<file path="src/rtl/tlws_pkg.sv">
// Package of the line wrap segmenter: field widths, constants, register, state and edge codes,
// divider request and response types and the CORDIC arctangent table. No dependencies.
package tlws_pkg;

  localparam int FRAC_BITS    = 8;
  localparam int MAX_SEGMENTS = 16;
  localparam int CFG_W   = 12;
  localparam int POS_W   = 21;
  localparam int ANG_W   = 16;
  localparam int DIST_W  = 24;
  localparam int COORD_W = 20;
  localparam int SEG_CNT_W = $clog2(MAX_SEGMENTS);
  localparam int UNIT_ONE  = 65536;
  localparam int DIR_W   = 18;
  localparam int NUM_W   = COORD_W + 16;
  localparam int TSAT_W  = DIST_W + 1;

  typedef enum logic {
    REG_CANVAS_WIDTH  = 1'b0,
    REG_CANVAS_HEIGHT = 1'b1
  } cfg_reg_t;

  typedef enum logic [1:0] {
    EDGE_RIGHT  = 2'd0,
    EDGE_TOP    = 2'd1,
    EDGE_LEFT   = 2'd2,
    EDGE_BOTTOM = 2'd3
  } edge_t;

  typedef enum logic [3:0] {
    ST_IDLE, ST_WRAPX, ST_WAITX, ST_WRAPY, ST_WAITY, ST_DIR, ST_WAITD,
    ST_D1, ST_W1, ST_D2, ST_W2, ST_SEL, ST_MX, ST_MY, ST_FIN, ST_OUT
  } state_t;

  typedef struct packed {
    logic                start;
    logic [NUM_W-1:0]    num;
    logic [COORD_W-1:0]  den;
  } div_req_t;

  typedef struct packed {
    logic                done;
    logic [NUM_W-1:0]    quo;
    logic [COORD_W-1:0]  rmd;
  } div_rsp_t;

  function automatic logic signed [23:0] cordic_atan(input logic [3:0] i);
    case (i)
      4'd0:    cordic_atan = 24'sd2097152;
      4'd1:    cordic_atan = 24'sd1238021;
      4'd2:    cordic_atan = 24'sd654136;
      4'd3:    cordic_atan = 24'sd332050;
      4'd4:    cordic_atan = 24'sd166669;
      4'd5:    cordic_atan = 24'sd83416;
      4'd6:    cordic_atan = 24'sd41718;
      4'd7:    cordic_atan = 24'sd20860;
      4'd8:    cordic_atan = 24'sd10430;
      4'd9:    cordic_atan = 24'sd5215;
      4'd10:   cordic_atan = 24'sd2608;
      4'd11:   cordic_atan = 24'sd1304;
      4'd12:   cordic_atan = 24'sd652;
      4'd13:   cordic_atan = 24'sd326;
      4'd14:   cordic_atan = 24'sd163;
      default: cordic_atan = 24'sd81;
    endcase
  endfunction

endpackage

</file>
<file path="src/rtl/tlws_ifs.sv">
// Valid/ready channel interfaces for move commands and emitted segments.
// Depends on tlws_pkg.
interface tlws_cmd_if;
  logic                                    valid;
  logic                                    ready;
  logic signed [tlws_pkg::POS_W-1:0]       pos_x;
  logic signed [tlws_pkg::POS_W-1:0]       pos_y;
  logic        [tlws_pkg::ANG_W-1:0]       heading_angle;
  logic        [tlws_pkg::DIST_W-1:0]      move_distance;
  modport source (output valid, pos_x, pos_y, heading_angle, move_distance, input ready);
  modport sink   (input valid, pos_x, pos_y, heading_angle, move_distance, output ready);
endinterface

interface tlws_seg_if;
  logic                               valid;
  logic                               ready;
  logic [tlws_pkg::COORD_W-1:0]       seg_x0;
  logic [tlws_pkg::COORD_W-1:0]       seg_y0;
  logic [tlws_pkg::COORD_W-1:0]       seg_x1;
  logic [tlws_pkg::COORD_W-1:0]       seg_y1;
  logic [tlws_pkg::DIST_W-1:0]        seg_length;
  logic                               last_segment;
  logic                               truncated;
  modport source (output valid, seg_x0, seg_y0, seg_x1, seg_y1, seg_length, last_segment,
                  truncated, input ready);
  modport sink   (input valid, seg_x0, seg_y0, seg_x1, seg_y1, seg_length, last_segment,
                  truncated, output ready);
endinterface

</file>
<file path="src/rtl/toroidal_line_wrap_segmenter.sv">
// Top level of the toroidal line wrap segmenter: sequencer, segment arithmetic, registers.
// Depends on tlws_pkg, tlws_ifs, tlws_divider and tlws_cordic.
//
// Usage. A move command arrives on the cmd channel (valid/ready): a start position
// relative to the canvas center, a heading and a distance, all Q.8 but the angle.
// Each segment of the wrapped straight move leaves on the seg channel as one item;
// the last item of a move carries last_segment, and truncated when the segment
// limit cut the move short. A zero distance is taken and gives no item.
// The block works on one command at a time: cmd.ready is high only when idle.
// After a command is taken, each start coordinate that lies outside the canvas is
// wrapped by the 36-step divider, then the CORDIC forms the direction (without
// iterating on an axis heading). For each segment the block runs one divider pass per
// reachable candidate edge, picks the edge, forms both products in turn and loads the output.
// A finished segment sits in the output register; while seg.ready is low the block
// holds it and waits. Canvas width and height are written through cfg_we, cfg_index
// and cfg_data; the user must do so only while idle, as the block does not enforce
// it. A zero value counts as one pixel.
// Reset is synchronous: the sequencer returns to idle, no item is pending and the
// canvas returns to 640 by 480 pixels.
module toroidal_line_wrap_segmenter (
  input  logic                         clk,
  input  logic                         rst,
  input  logic                         cfg_we,
  input  logic                         cfg_index,
  input  logic [tlws_pkg::CFG_W-1:0]   cfg_data,
  tlws_cmd_if.sink                     cmd,
  tlws_seg_if.source                   seg
);
  import tlws_pkg::*;

  state_t state, state_next;

  logic [CFG_W-1:0]   canvas_width;
  logic [CFG_W-1:0]   canvas_height;
  logic [COORD_W-1:0] wf;
  logic [COORD_W-1:0] hf;

  // Item registers.
  logic signed [22:0] xs;
  logic signed [22:0] ys;
  logic [ANG_W-1:0]   ang;
  logic [DIST_W-1:0]  rem;
  logic [COORD_W-1:0] x;
  logic [COORD_W-1:0] y;
  logic signed [DIR_W-1:0] dx;
  logic signed [DIR_W-1:0] dy;
  logic [SEG_CNT_W-1:0] n;
  logic [TSAT_W-1:0]  t1;
  logic [TSAT_W-1:0]  t2;
  logic [DIST_W-1:0]  t_cur;
  edge_t              e_cur;
  logic               tail;
  logic [40:0]        prod;
  logic               prod_neg;
  logic [COORD_W-1:0] xm;

  // Output register.
  logic               out_valid;
  logic [COORD_W-1:0] ox0, oy0, ox1, oy1;
  logic [DIST_W-1:0]  olen;
  logic               olast, otrunc;

  div_req_t div_req;
  div_rsp_t div_rsp;
  logic     dir_start;
  logic     dir_done;
  logic signed [DIR_W-1:0] dir_dx;
  logic signed [DIR_W-1:0] dir_dy;

  edge_t              e1, e2, e_try;
  logic               has_e2;
  logic               hit_ok;
  logic [NUM_W-1:0]   hit_num;
  logic [COORD_W-1:0] hit_den;
  logic [TSAT_W-1:0]  t_sat;
  logic [TSAT_W-1:0]  t_pick;
  logic [DIST_W-1:0]  rem_left;
  logic [COORD_W-1:0] ym;
  logic [DIR_W-1:0]   adx, ady;

  assign wf = {((canvas_width == '0) ? CFG_W'(1) : canvas_width), {FRAC_BITS{1'b0}}};
  assign hf = {((canvas_height == '0) ? CFG_W'(1) : canvas_height), {FRAC_BITS{1'b0}}};
  assign adx = dx[DIR_W-1] ? DIR_W'(-dx) : DIR_W'(dx);
  assign ady = dy[DIR_W-1] ? DIR_W'(-dy) : DIR_W'(dy);

  // Quadrant edges: the clockwise edge first, the next one only inside a quadrant.
  assign e1     = edge_t'(ang[15:14]);
  assign e2     = edge_t'(ang[15:14] + 2'd1);
  assign has_e2 = ang[13:0] != 14'd0;
  assign e_try  = (state == ST_D1) ? e1 : e2;

  // Gap and speed toward the edge under test; the wrong sign never reaches it.
  always_comb begin
    hit_ok  = 1'b0;
    hit_num = '0;
    hit_den = '0;
    case (e_try)
      EDGE_RIGHT: begin
        hit_ok  = !dx[DIR_W-1] && dx != '0;
        hit_num = {COORD_W'(wf - x), 16'h0000};
      end
      EDGE_TOP: begin
        hit_ok  = dy[DIR_W-1];
        hit_num = {y, 16'h0000};
      end
      EDGE_LEFT: begin
        hit_ok  = dx[DIR_W-1];
        hit_num = {x, 16'h0000};
      end
      default: begin
        hit_ok  = !dy[DIR_W-1] && dy != '0;
        hit_num = {COORD_W'(hf - y), 16'h0000};
      end
    endcase
    hit_den = (e_try == EDGE_RIGHT || e_try == EDGE_LEFT) ?
              COORD_W'(adx) : COORD_W'(ady);
  end

  // Distances beyond the distance field saturate; their order then no longer matters.
  assign t_sat = (div_rsp.quo[NUM_W-1:DIST_W] != '0) ? {1'b1, {DIST_W{1'b0}}} :
                 {1'b0, div_rsp.quo[DIST_W-1:0]};
  assign t_pick   = (t2 < t1) ? t2 : t1;
  assign rem_left = rem - t_cur;

  // Coordinate moved by the product in prod, rounded half away from zero, clamped.
  function automatic logic [COORD_W-1:0] move_clamp(input logic [COORD_W-1:0] base,
                                                    input logic [40:0] p,
                                                    input logic neg,
                                                    input logic [COORD_W-1:0] lim);
    logic [40:0]        ps;
    logic signed [26:0] rs;
    logic signed [26:0] v;
    begin
      ps = p + 41'd32768;
      rs = $signed({2'b00, ps[40:16]});
      if (neg) rs = -rs;
      v = $signed({7'b0, base}) + rs;
      if (v[26]) move_clamp = '0;
      else if (v > $signed({7'b0, lim})) move_clamp = lim;
      else move_clamp = v[COORD_W-1:0];
    end
  endfunction

  assign ym = move_clamp(y, prod, prod_neg, hf);

  tlws_divider u_div (
    .clk (clk),
    .rst (rst),
    .req (div_req),
    .rsp (div_rsp)
  );

  tlws_cordic u_cordic (
    .clk   (clk),
    .rst   (rst),
    .start (dir_start),
    .angle (ang),
    .done  (dir_done),
    .dx    (dir_dx),
    .dy    (dir_dy)
  );

  // Next state.
  always_comb begin
    state_next = state;
    case (state)
      ST_IDLE:  if (cmd.valid && cmd.move_distance != '0) state_next = ST_WRAPX;
      ST_WRAPX: state_next = (xs < 0 || xs > $signed({3'b0, wf})) ? ST_WAITX : ST_WRAPY;
      ST_WAITX: if (div_rsp.done) state_next = ST_WRAPY;
      ST_WRAPY: state_next = (ys < 0 || ys > $signed({3'b0, hf})) ? ST_WAITY : ST_DIR;
      ST_WAITY: if (div_rsp.done) state_next = ST_DIR;
      ST_DIR:   state_next = ST_WAITD;
      ST_WAITD: if (dir_done) state_next = ST_D1;
      ST_D1:    state_next = hit_ok ? ST_W1 : ST_D2;
      ST_W1:    if (div_rsp.done) state_next = ST_D2;
      ST_D2:    state_next = (has_e2 && hit_ok) ? ST_W2 : ST_SEL;
      ST_W2:    if (div_rsp.done) state_next = ST_SEL;
      ST_SEL:   state_next = ST_MX;
      ST_MX:    state_next = ST_MY;
      ST_MY:    state_next = ST_FIN;
      ST_FIN:   state_next = ST_OUT;
      ST_OUT:   if (seg.ready) state_next = olast ? ST_IDLE : ST_D1;
      default:  state_next = ST_IDLE;
    endcase
  end

  // Control outputs.
  always_comb begin
    cmd.ready     = 1'b0;
    dir_start     = 1'b0;
    div_req.start = 1'b0;
    div_req.num   = hit_num;
    div_req.den   = hit_den;
    case (state)
      ST_IDLE:  cmd.ready = 1'b1;
      ST_WRAPX: begin
        div_req.start = xs < 0 || xs > $signed({3'b0, wf});
        div_req.num   = NUM_W'(xs[22] ? 23'(-xs) : 23'(xs));
        div_req.den   = wf;
      end
      ST_WRAPY: begin
        div_req.start = ys < 0 || ys > $signed({3'b0, hf});
        div_req.num   = NUM_W'(ys[22] ? 23'(-ys) : 23'(ys));
        div_req.den   = hf;
      end
      ST_DIR:   dir_start = 1'b1;
      ST_D1:    div_req.start = hit_ok;
      ST_D2:    div_req.start = has_e2 && hit_ok;
      default:  ;
    endcase
  end

  always_ff @(posedge clk) begin
    if (rst) begin
      state         <= ST_IDLE;
      out_valid     <= 1'b0;
      canvas_width  <= CFG_W'(640);
      canvas_height <= CFG_W'(480);
    end else begin
      state <= state_next;
      if (cfg_we) begin
        if (cfg_reg_t'(cfg_index) == REG_CANVAS_WIDTH) canvas_width <= cfg_data;
        else canvas_height <= cfg_data;
      end
      if (state == ST_FIN) out_valid <= 1'b1;
      else if (state == ST_OUT && seg.ready) out_valid <= 1'b0;
    end
  end

  // Datapath registers.
  always_ff @(posedge clk) begin
    case (state)
      ST_IDLE: begin
        xs  <= 23'(cmd.pos_x) + $signed({4'b0, wf[COORD_W-1:1]});
        ys  <= $signed({4'b0, hf[COORD_W-1:1]}) - 23'(cmd.pos_y);
        ang <= cmd.heading_angle;
        rem <= cmd.move_distance;
        n   <= '0;
      end
      ST_WRAPX: x <= xs[COORD_W-1:0];
      ST_WAITX: if (div_rsp.done) begin
        if (!xs[22]) x <= div_rsp.rmd;
        else x <= (div_rsp.rmd == '0) ? '0 : COORD_W'(wf - div_rsp.rmd);
      end
      ST_WRAPY: y <= ys[COORD_W-1:0];
      ST_WAITY: if (div_rsp.done) begin
        if (!ys[22]) y <= div_rsp.rmd;
        else y <= (div_rsp.rmd == '0) ? '0 : COORD_W'(hf - div_rsp.rmd);
      end
      ST_WAITD: if (dir_done) begin
        dx <= dir_dx;
        dy <= dir_dy;
      end
      ST_D1: if (!hit_ok) t1 <= '1;
      ST_W1: if (div_rsp.done) t1 <= t_sat;
      ST_D2: if (!(has_e2 && hit_ok)) t2 <= '1;
      ST_W2: if (div_rsp.done) t2 <= t_sat;
      ST_SEL: begin
        e_cur <= (t2 < t1) ? e2 : e1;
        tail  <= t_pick > {1'b0, rem};
        t_cur <= (t_pick > {1'b0, rem}) ? rem : t_pick[DIST_W-1:0];
      end
      ST_MX: begin
        prod     <= 41'(t_cur) * 41'(adx);
        prod_neg <= dx[DIR_W-1];
      end
      ST_MY: begin
        xm       <= move_clamp(x, prod, prod_neg, wf);
        prod     <= 41'(t_cur) * 41'(ady);
        prod_neg <= dy[DIR_W-1];
      end
      ST_FIN: begin
        ox0    <= x;
        oy0    <= y;
        olen   <= t_cur;
        olast  <= tail || rem_left == '0 || n == SEG_CNT_W'(MAX_SEGMENTS - 1);
        otrunc <= !tail && rem_left != '0 && n == SEG_CNT_W'(MAX_SEGMENTS - 1);
        rem    <= rem_left;
        n      <= n + 1'b1;
        if (tail) begin
          ox1 <= xm;
          oy1 <= ym;
        end else begin
          // Crossing: end on the edge, then jump to the opposite one.
          case (e_cur)
            EDGE_RIGHT: begin
              ox1 <= wf; oy1 <= ym; x <= '0; y <= ym;
            end
            EDGE_TOP: begin
              ox1 <= xm; oy1 <= '0; x <= xm; y <= hf;
            end
            EDGE_LEFT: begin
              ox1 <= '0; oy1 <= ym; x <= wf; y <= ym;
            end
            default: begin
              ox1 <= xm; oy1 <= hf; x <= xm; y <= '0;
            end
          endcase
        end
      end
      default: ;
    endcase
  end

  assign seg.valid        = out_valid;
  assign seg.seg_x0       = ox0;
  assign seg.seg_y0       = oy0;
  assign seg.seg_x1       = ox1;
  assign seg.seg_y1       = oy1;
  assign seg.seg_length   = olen;
  assign seg.last_segment = olast;
  assign seg.truncated    = otrunc;
endmodule

</file>
<file path="src/rtl/tlws_divider.sv">
// Restoring unsigned divider, one quotient bit per cycle.
// Depends on tlws_pkg.
module tlws_divider (
  input  logic               clk,
  input  logic               rst,
  input  tlws_pkg::div_req_t req,
  output tlws_pkg::div_rsp_t rsp
);
  import tlws_pkg::*;

  localparam int CNT_W = $clog2(NUM_W);

  logic               busy;
  logic               done;
  logic [CNT_W-1:0]   cnt;
  logic [NUM_W-1:0]   q;
  logic [COORD_W-1:0] r;
  logic [COORD_W-1:0] d;
  logic [COORD_W:0]   trial;

  assign trial = {r, q[NUM_W-1]};

  always_ff @(posedge clk) begin
    if (rst) begin
      busy <= 1'b0;
      done <= 1'b0;
      cnt  <= '0;
    end else begin
      done <= 1'b0;
      if (req.start) begin
        busy <= 1'b1;
        cnt  <= '0;
        q    <= req.num;
        d    <= req.den;
        r    <= '0;
      end else if (busy) begin
        if (trial >= {1'b0, d}) begin
          r <= COORD_W'(trial - {1'b0, d});
          q <= {q[NUM_W-2:0], 1'b1};
        end else begin
          r <= trial[COORD_W-1:0];
          q <= {q[NUM_W-2:0], 1'b0};
        end
        cnt <= cnt + 1'b1;
        if (cnt == CNT_W'(NUM_W - 1)) begin
          busy <= 1'b0;
          done <= 1'b1;
        end
      end
    end
  end

  assign rsp.done = done;
  assign rsp.quo  = q;
  assign rsp.rmd  = r;
endmodule

</file>
<file path="src/rtl/tlws_cordic.sv">
// Iterative rotation CORDIC giving the canvas direction (y down) of a heading, Q.16.
// Depends on tlws_pkg.
module tlws_cordic (
  input  logic                               clk,
  input  logic                               rst,
  input  logic                               start,
  input  logic [tlws_pkg::ANG_W-1:0]         angle,
  output logic                               done,
  output logic signed [tlws_pkg::DIR_W-1:0]  dx,
  output logic signed [tlws_pkg::DIR_W-1:0]  dy
);
  import tlws_pkg::*;

  logic               busy;
  logic               fin;
  logic [3:0]         i;
  logic [1:0]         quad;
  logic signed [18:0] cx;
  logic signed [18:0] cy;
  logic signed [23:0] z;
  logic signed [18:0] sx;
  logic signed [18:0] sy;
  logic signed [DIR_W-1:0] c;
  logic signed [DIR_W-1:0] s;

  // Arithmetic shift that truncates toward zero, as the direction table expects.
  function automatic logic signed [18:0] shr_tz(input logic signed [18:0] v,
                                               input logic [3:0] n);
    logic signed [18:0] m;
    begin
      m = -v;
      shr_tz = v[18] ? -(m >>> n) : (v >>> n);
    end
  endfunction

  function automatic logic signed [DIR_W-1:0] sat1(input logic signed [18:0] v);
    if (v > 19'sd65536) sat1 = 18'sd65536;
    else if (v < -19'sd65536) sat1 = -18'sd65536;
    else sat1 = v[DIR_W-1:0];
  endfunction

  assign sx = shr_tz(cx, i);
  assign sy = shr_tz(cy, i);
  assign c  = sat1(cx);
  assign s  = sat1(cy);

  always_ff @(posedge clk) begin
    if (rst) begin
      busy <= 1'b0;
      fin  <= 1'b0;
      done <= 1'b0;
      i    <= '0;
    end else begin
      done <= 1'b0;
      if (start) begin
        quad <= angle[15:14];
        i    <= '0;
        if (angle[13:0] == 14'd0) begin
          cx  <= 19'sd65536;
          cy  <= 19'sd0;
          fin <= 1'b1;
        end else begin
          cx   <= 19'sd39797;
          cy   <= 19'sd0;
          z    <= $signed({2'b00, angle[13:0], 8'h00});
          busy <= 1'b1;
        end
      end else if (busy) begin
        if (!z[23]) begin
          cx <= cx - sy;
          cy <= cy + sx;
          z  <= z - cordic_atan(i);
        end else begin
          cx <= cx + sy;
          cy <= cy - sx;
          z  <= z + cordic_atan(i);
        end
        i <= i + 1'b1;
        if (i == 4'd15) begin
          busy <= 1'b0;
          fin  <= 1'b1;
        end
      end else if (fin) begin
        fin  <= 1'b0;
        done <= 1'b1;
        case (quad)
          EDGE_RIGHT: begin dx <= c;  dy <= -s; end
          EDGE_TOP:   begin dx <= -s; dy <= -c; end
          EDGE_LEFT:  begin dx <= -c; dy <= s;  end
          default:    begin dx <= s;  dy <= c;  end
        endcase
      end
    end
  end
endmodule

</file>
<file path="src/flat_wrapper.sv">
// flat-port wrapper written by rule: the top's interface ports become plain ports
module toroidal_line_wrap_segmenter_flat import tlws_pkg::*;
  (clk, rst, cfg_we, cfg_index, cfg_data, cmd_valid, cmd_pos_x, cmd_pos_y, cmd_heading_angle, cmd_move_distance, cmd_ready, seg_valid, seg_seg_x0, seg_seg_y0, seg_seg_x1, seg_seg_y1, seg_seg_length, seg_last_segment, seg_truncated, seg_ready);
  tlws_cmd_if cmd_i ();
  tlws_seg_if seg_i ();
  input  logic clk;
  input  logic rst;
  input  logic cfg_we;
  input  logic cfg_index;
  input  logic [tlws_pkg::CFG_W-1:0] cfg_data;
  input wire logic [$bits(cmd_i.valid)-1:0] cmd_valid;
  input wire logic [$bits(cmd_i.pos_x)-1:0] cmd_pos_x;
  input wire logic [$bits(cmd_i.pos_y)-1:0] cmd_pos_y;
  input wire logic [$bits(cmd_i.heading_angle)-1:0] cmd_heading_angle;
  input wire logic [$bits(cmd_i.move_distance)-1:0] cmd_move_distance;
  output wire logic [$bits(cmd_i.ready)-1:0] cmd_ready;
  output wire logic [$bits(seg_i.valid)-1:0] seg_valid;
  output wire logic [$bits(seg_i.seg_x0)-1:0] seg_seg_x0;
  output wire logic [$bits(seg_i.seg_y0)-1:0] seg_seg_y0;
  output wire logic [$bits(seg_i.seg_x1)-1:0] seg_seg_x1;
  output wire logic [$bits(seg_i.seg_y1)-1:0] seg_seg_y1;
  output wire logic [$bits(seg_i.seg_length)-1:0] seg_seg_length;
  output wire logic [$bits(seg_i.last_segment)-1:0] seg_last_segment;
  output wire logic [$bits(seg_i.truncated)-1:0] seg_truncated;
  input wire logic [$bits(seg_i.ready)-1:0] seg_ready;
  assign cmd_i.valid = cmd_valid;
  assign cmd_i.pos_x = cmd_pos_x;
  assign cmd_i.pos_y = cmd_pos_y;
  assign cmd_i.heading_angle = cmd_heading_angle;
  assign cmd_i.move_distance = cmd_move_distance;
  assign cmd_ready = cmd_i.ready;
  assign seg_valid = seg_i.valid;
  assign seg_seg_x0 = seg_i.seg_x0;
  assign seg_seg_y0 = seg_i.seg_y0;
  assign seg_seg_x1 = seg_i.seg_x1;
  assign seg_seg_y1 = seg_i.seg_y1;
  assign seg_seg_length = seg_i.seg_length;
  assign seg_last_segment = seg_i.last_segment;
  assign seg_truncated = seg_i.truncated;
  assign seg_i.ready = seg_ready;
  toroidal_line_wrap_segmenter u_core (.clk(clk), .rst(rst), .cfg_we(cfg_we), .cfg_index(cfg_index), .cfg_data(cfg_data), .cmd(cmd_i), .seg(seg_i));
endmodule
</file>
<file path="config.mk">
export PLATFORM = sky130hd
export DESIGN_NAME = toroidal_line_wrap_segmenter_flat
export DESIGN_NICKNAME = d
export VERILOG_FILES = /design/src/rtl/tlws_pkg.sv /design/src/rtl/tlws_ifs.sv /design/src/rtl/toroidal_line_wrap_segmenter.sv /design/src/rtl/tlws_divider.sv /design/src/rtl/tlws_cordic.sv /design/src/flat_wrapper.sv
export SDC_FILE = /design/constraint.sdc
export NUM_CORES = 2
export LEC_CHECK = 0
export ABC_AREA = 1
export BUFFER_PORTS_ARGS = -buffer_cell sky130_fd_sc_hd__buf_2
export CAP_MARGIN = 25
export CORE_MARGIN = 2
export CORE_UTILIZATION = 55
export DETAILED_ROUTE_END_ITERATION = 8
export PLACE_DENSITY = 0.79
export SYNTH_ARGS = -nofsm -noshare
export SYNTH_HDL_FRONTEND = slang
export SYNTH_SLANG_ARGS = --single-unit
</file>
<file path="constraint.sdc">
create_clock -name clk -period 20.9 [get_ports clk]
set_input_delay 4.18 -clock clk [delete_from_list [all_inputs] [get_ports clk]]
set_output_delay 4.18 -clock clk [all_outputs]
set_load 0.01 [all_outputs]
</file>
# Yosys cells after proc, flatten, opt, wreduce, memory -nomap -nowiden
# Memories as Yosys holds them, arrays and structs flattened. A register that Yosys moved wholly into a read port is not among the register bits.
# Index checks and enable logic that the tools add are counted.
# W data, S select, Z words.
dict set report totals {
  reg_bits 629
  ramBits 0
  n_memories 2
  mem_bits_ro 704
  input_bits 100
  latch_bits 0
  out_inout_bits 108
}
# memory words width rd rd_ports_with_merged_regs write_ports line_no
set memory_table {}
lappend memory_table {{(name not given)} 16 22 1 1 0 tlws_pkg.sv:48} ;# case (i)
lappend memory_table {{(name not given)} 16 22 1 1 0 tlws_pkg.sv:48}
dict set report op_classes {
  bitwise_logic 5
  mul 2
  mux 111
  reduce_logical 60
  shifts 4
  n_eq_ne 37
  add_sub_neg 32
  div 0
  n_lt_le_gt_ge 13
}
# op count
set op_table {}
lappend op_table {{$mux W24} 13}
lappend op_table {{$mux W20} 15}
lappend op_table {{$pmux W20 S2} 4}
lappend op_table {{$mux W36} 4}
lappend op_table {{$mux W19} 7}
lappend op_table {{$mux W18} 7}
lappend op_table {{$mux W25} 5}
lappend op_table {{$pmux W20 S3} 2}
lappend op_table {{$pmux W56 S2} 1}
lappend op_table {{$pmux W18 S3} 2}
lappend op_table {{$pmux W36 S3} 1}
lappend op_table {{$pmux W25 S2} 2}
lappend op_table {{$sub A20 B20 Y20} 5}
lappend op_table {{$mul A24 B18 Y41} 2}
lappend op_table {{$pmux W41 S2} 1}
lappend op_table {{$neg A19 Y19} 4}
lappend op_table {{$sshr A19 B4 Y19} 4}
lappend op_table {{$neg A18 Y18} 4}
lappend op_table {{$pmux W4 S16} 1}
lappend op_table {{$add A21 B27 Y27} 2}
lappend op_table {{$gt A27 B21 Y1} 2}
lappend op_table {{$mux W27} 2}
lappend op_table {{$pmux W24 S2} 1}
lappend op_table {{$reduce_bool A24 Y1} 2}
lappend op_table {{other kinds (60)} 171}

# Longest topological paths before layout
dict set report logic_depth {
  ltp_word 10
  mapped_depth 45
  depth_no_buf 44
}

# Modules after synthesis
# A second synthesis with hierarchy kept.
dict set report unflattened {
  cells_unflattened 10405
  hier_area_um2 78380.2
}
# module area_per_inst_um2 instances cells_per_inst
set modules_own_cells {}
lappend modules_own_cells {toroidal_line_wrap_segmenter 57228.6 1 7189}
lappend modules_own_cells {tlws_cordic 16253.1 1 2606}
lappend modules_own_cells {tlws_divider 4898.4 1 610}

# Worst setup path after synthesis
# No wires, ideal clock.
dict set report synth_timing {
  path_kind {in2reg}
  from {input port rst}
  to {register u_core.u_cordic.dx[0] in the netlist's numbering, enable pin}
  t_required_ns 20.381
  stages 2
  setup_time_ns 0.519
  path_buffers 1
  slack_ns 12.509
  t_arrival_ns 7.873
  path_cell_list {clkbuf_1 nor4_1}
}
dict set report synth_via {
  elab_chain_len 2
}
# element line_no
set synth_rtl {}
lappend synth_rtl {{start, declared} flat_wrapper.sv:7} ;# input logic rst;
lappend synth_rtl {{$not A1 Y1 (no source line)} -}
lappend synth_rtl {{$reduce_and A4 Y1 (no source line)} -}
lappend synth_rtl {{end signal, assigned} tlws_cordic.sv:88} ;# EDGE_TOP: begin dx <= -s; dy <= -c; end
lappend synth_rtl {{end signal, assigned} tlws_cordic.sv:89} ;# EDGE_LEFT: begin dx <= -c; dy <= s; end
lappend synth_rtl {{end, declared} tlws_cordic.sv:9} ;# output logic signed [tlws_pkg::DIR_W-1:0] dx,
# Every way passes these cells.
# A chain may end at the register's enable or synchronous reset.

# Worst setup path in the final report
dict set report layout_timing {
  from {register u_core.dy[0]}
  to {register u_core.prod[40] (data pin)}
}
dict set report layout_via {
  elab_chain_len 4
}
# element line_no
set layout_rtl {}
lappend layout_rtl {{start, declared} toroidal_line_wrap_segmenter.sv:46} ;# logic signed [DIR_W-1:0] dy;
lappend layout_rtl {{start signal, assigned} toroidal_line_wrap_segmenter.sv:252} ;# dy <= dir_dy;
lappend layout_rtl {{$neg A18 Y18} toroidal_line_wrap_segmenter.sv:84} ;# assign ady = dy[DIR_W-1] ? DIR_W'(-dy) : DIR_W'(dy);
lappend layout_rtl {{$mux W18 (*)} toroidal_line_wrap_segmenter.sv:84}
lappend layout_rtl {{$mul A24 B18 Y41 (*)} toroidal_line_wrap_segmenter.sv:269} ;# prod <= 41'(t_cur) * 41'(ady);
lappend layout_rtl {{$pmux W41 S2 (*)} toroidal_line_wrap_segmenter.sv:232} ;# case (state)
lappend layout_rtl {{end signal, assigned} toroidal_line_wrap_segmenter.sv:264} ;# prod <= 41'(t_cur) * 41'(adx);
lappend layout_rtl {{end signal, assigned} toroidal_line_wrap_segmenter.sv:269}
lappend layout_rtl {{end, declared} toroidal_line_wrap_segmenter.sv:53} ;# logic [40:0] prod;
# Mark *: on every way between the ends. The rest lies on a longest branch, timed or not.

==> impl_results.md <==
* Core Area at 137000 um^2
* Layout cells sized above 1 at 0.0636
* Final period utilization at 0.448
* Max Cap Viol at 0
* Status: finished, final reports clean
* Critical path launch point type: flop
* Register area share after synthesis at 0.243
* Final Cell Area at 81500 um^2
* Setup WS post-layout at 11.53 ns
* Rel. slew slack at 0.131
* Setup Fix Bufs, Post-CTS at 0
* CP endpoint kind: flop
* Power, Total at 7.20 mW
* Area post-placement at 78900 um^2
* Final HPWL DP at 220000 um
* Syn Nets at 11200
* # H-tree levels at 3
* WP data arrival at 9.92 ns
* Syn Area/Cell at 7.70 um^2
* Worst-path clk slew at 0.06 ns
* Clk_skew at 0.0493 ns
* Initial antenna violation count at 13
* Die Wd at 376 um
* Most common cell after layout, fill and taps aside: nand2_1
* Worst slew pin tran at 1.29 ns
* Detailed Route WL at 281000 um
* First-pass GRT wire length at 421000 um
* Fill count at 12500
* Die Footprint at 141000 um^2
* Remaining DRCs at 0
* Post-Synthesis Cells at 9867
* Synth Register Bits at 636
* PwrDens at 88.4 nW/um^2
* Final Slew Violations at 0
* Vias in the first global route at 68500
* Cts-stage hold buffer count at 0
* Post-synth EDFFs at 570
* Critical-path top delay cell: nor4_1
* Most used DFF post-synth: edfxtp_1
* CTS tree: yes
* Commonest non-fill, non-tap cells in the layout: nand2_1, inv_1, nor2_1
* Nets at 11300
* CP Class: reg -> reg
* Drt first pass iters at 6
* GRT overflow at 0
* Antenna-violating nets left at 0
* TritonCTS Sinks at 636
* Synth unique cells at 73
* Crit-path max cell delay at 0.66 ns
* PortBufs at 207
* Vias per std cell at 5.99
* Area growth syn-to-layout at 7.31%
* RSZ-0062 raised after global routing: no
* Dpl ws at 11.62 ns
* GP Congestion at 1.07
* Num ports at 208
* Hold/Removal Path Class: reg -> reg
* Clock Tree Root: clkbuf_16
* Clock Tree Buf Depth at 3
* CTS Buf Count at 76
* Setup violators final at 0
* Largest net degree at the start of global routing at 86
* Most used cell, CP: nand2_1
* Leak Pwr at 39.0 nW
* Final min period at 9.37 ns
* Die Span Y at 376 um
* Asr flop ratio synth at 0
* FMAX at 0.107 GHz
* # resized after CTS at 0
* Routed WL per cell at 23.9 um
* Synthesized cell area at 76000 um^2
* Fin. Hold Viols at 0
* Peak supply drop at 0.0861 mV
* Warnings, synthesis at 0
* Starting Density at 0.553
* Req. time, crit path at 21.46 ns
* Crit-path max FO at 25
* Setup TNS at 0 ns
* Initial DRC count at 8133
* Vias at 70400
* Global-route total usage across every layer at 0.397
* Clock Latency Late Sink at 0.70 ns
* Row cnt at 136
per-stage QoR:
step	utilization	hold slack, ns	std cells
floorplan	-	0.400	9867
global route	0.594	0.403	11800
CTS	0.593	0.406	11800
finish	0.594	0.408	11800
detailed placement	0.575	0.405	11600
global placement	0.575	0.401	11600
registers in the layout, indices dropped and copies added (netlist names), 22 cells and up, named ones only:
register,count
u_core.u_div.q,36
u_core.prod,26
u_core.t1,25
u_core.t2,25
u_core.rem,24
u_core.seg.seg_length,24
u_core.t_cur,24
u_core.u_cordic.z,24
u_core.xs,22
u_core.ys,22
Yosys cell counts, types with 28 or more instances:
master / instances / area share
a21oi_1: 549 / 0.036
a31oi_1: 44 / 0.0036
buf_2: 29 / 0.0019
clkbuf_1: 317 / 0.016
dfxtp_1: 66 / 0.017
edfxtp_1: 570 / 0.23
fa_1: 706 / 0.19
ha_1: 554 / 0.091
inv_1: 1718 / 0.085
nand2_1: 2286 / 0.11
nand3_1: 495 / 0.033
nand3b_1: 28 / 0.0028
nand4_1: 104 / 0.0086
nor2_1: 775 / 0.038
nor3_1: 126 / 0.0083
nor4_1: 43 / 0.0035
o211ai_1: 72 / 0.0071
o21ai_0: 534 / 0.035
o21bai_1: 28 / 0.0028
o221ai_1: 38 / 0.0044
o22ai_1: 65 / 0.0054
or2_2: 37 / 0.0030
xnor2_1: 104 / 0.012
xor2_1: 207 / 0.024
path summary, 6_finish.rpt:
check                                            from         endpoint  slack [ns]  cells after the start
worst max-delay path                     u_core.dy[0]  u_core.prod[40]       11.53                     41
worst min-delay path            u_core.u_cordic.dy[9]     u_core.dy[9]        0.41                      0
worst max register to register           u_core.dy[0]  u_core.prod[40]       11.53                     41
worst min register to register  u_core.u_cordic.dy[9]     u_core.dy[9]        0.41                      0
worst max-delay path, delay by kind of cell (launching register included):
family	cells	cell delay, ns
DFF	1	0.36
AOI/OAI and AO/OA	10	1.71
and+or+nand+nor	14	2.12
adders and majority gates	8	3.59
buffers and inverters	9	1.43
final cells by class:
| class | count | area, um^2 | share of cell area |
|---|---|---|---|
| repair buffers | 339 | 2070 | 0.0254 |
| flip-flops and latches | 636 | 18400 | 0.226 |
| clock buffers | 92 | 2060 | 0.0252 |
| inverters | 1753 | 6580 | 0.0807 |
| clock inverters | 45 | 464 | 0.00569 |
| diodes | 2 | 5.00 | 0.0000614 |
| well taps | 1794 | 2240 | 0.0275 |
| multi-input cells | 7102 | 49700 | 0.609 |
report_power, final:
part / switching, mW / leakage [nW] / total [mW] / internal [mW]
Clock: 0.587 / 1.23 / 1.38 / 0.793
Combinational: 2.50 / 32.0 / 3.66 / 1.16
Sequential: 0.373 / 5.71 / 2.16 / 1.79
routing by layer:
| layer | track usage | part of all wire |
|---|---|---|
| met5 | 0 | 0.00016 |
| met1 | 0.531 | 0.40 |
| met4 | 0.204 | 0.061 |
| met3 | 0.0682 | 0.10 |
| met2 | 0.621 | 0.44 |
cell families after synthesis:
| group | after synthesis | synth area share |
|---|---|---|
| compound gates | 1517 | 0.115 |
| xor+xnor | 311 | 0.0359 |
| fa+ha+maj | 1260 | 0.277 |
| buf+inv | 2129 | 0.106 |
| flops | 636 | 0.243 |
| mux | 17 | 0.00224 |
| simple gates | 3997 | 0.221 |
(Power assumes the default switching activity.)
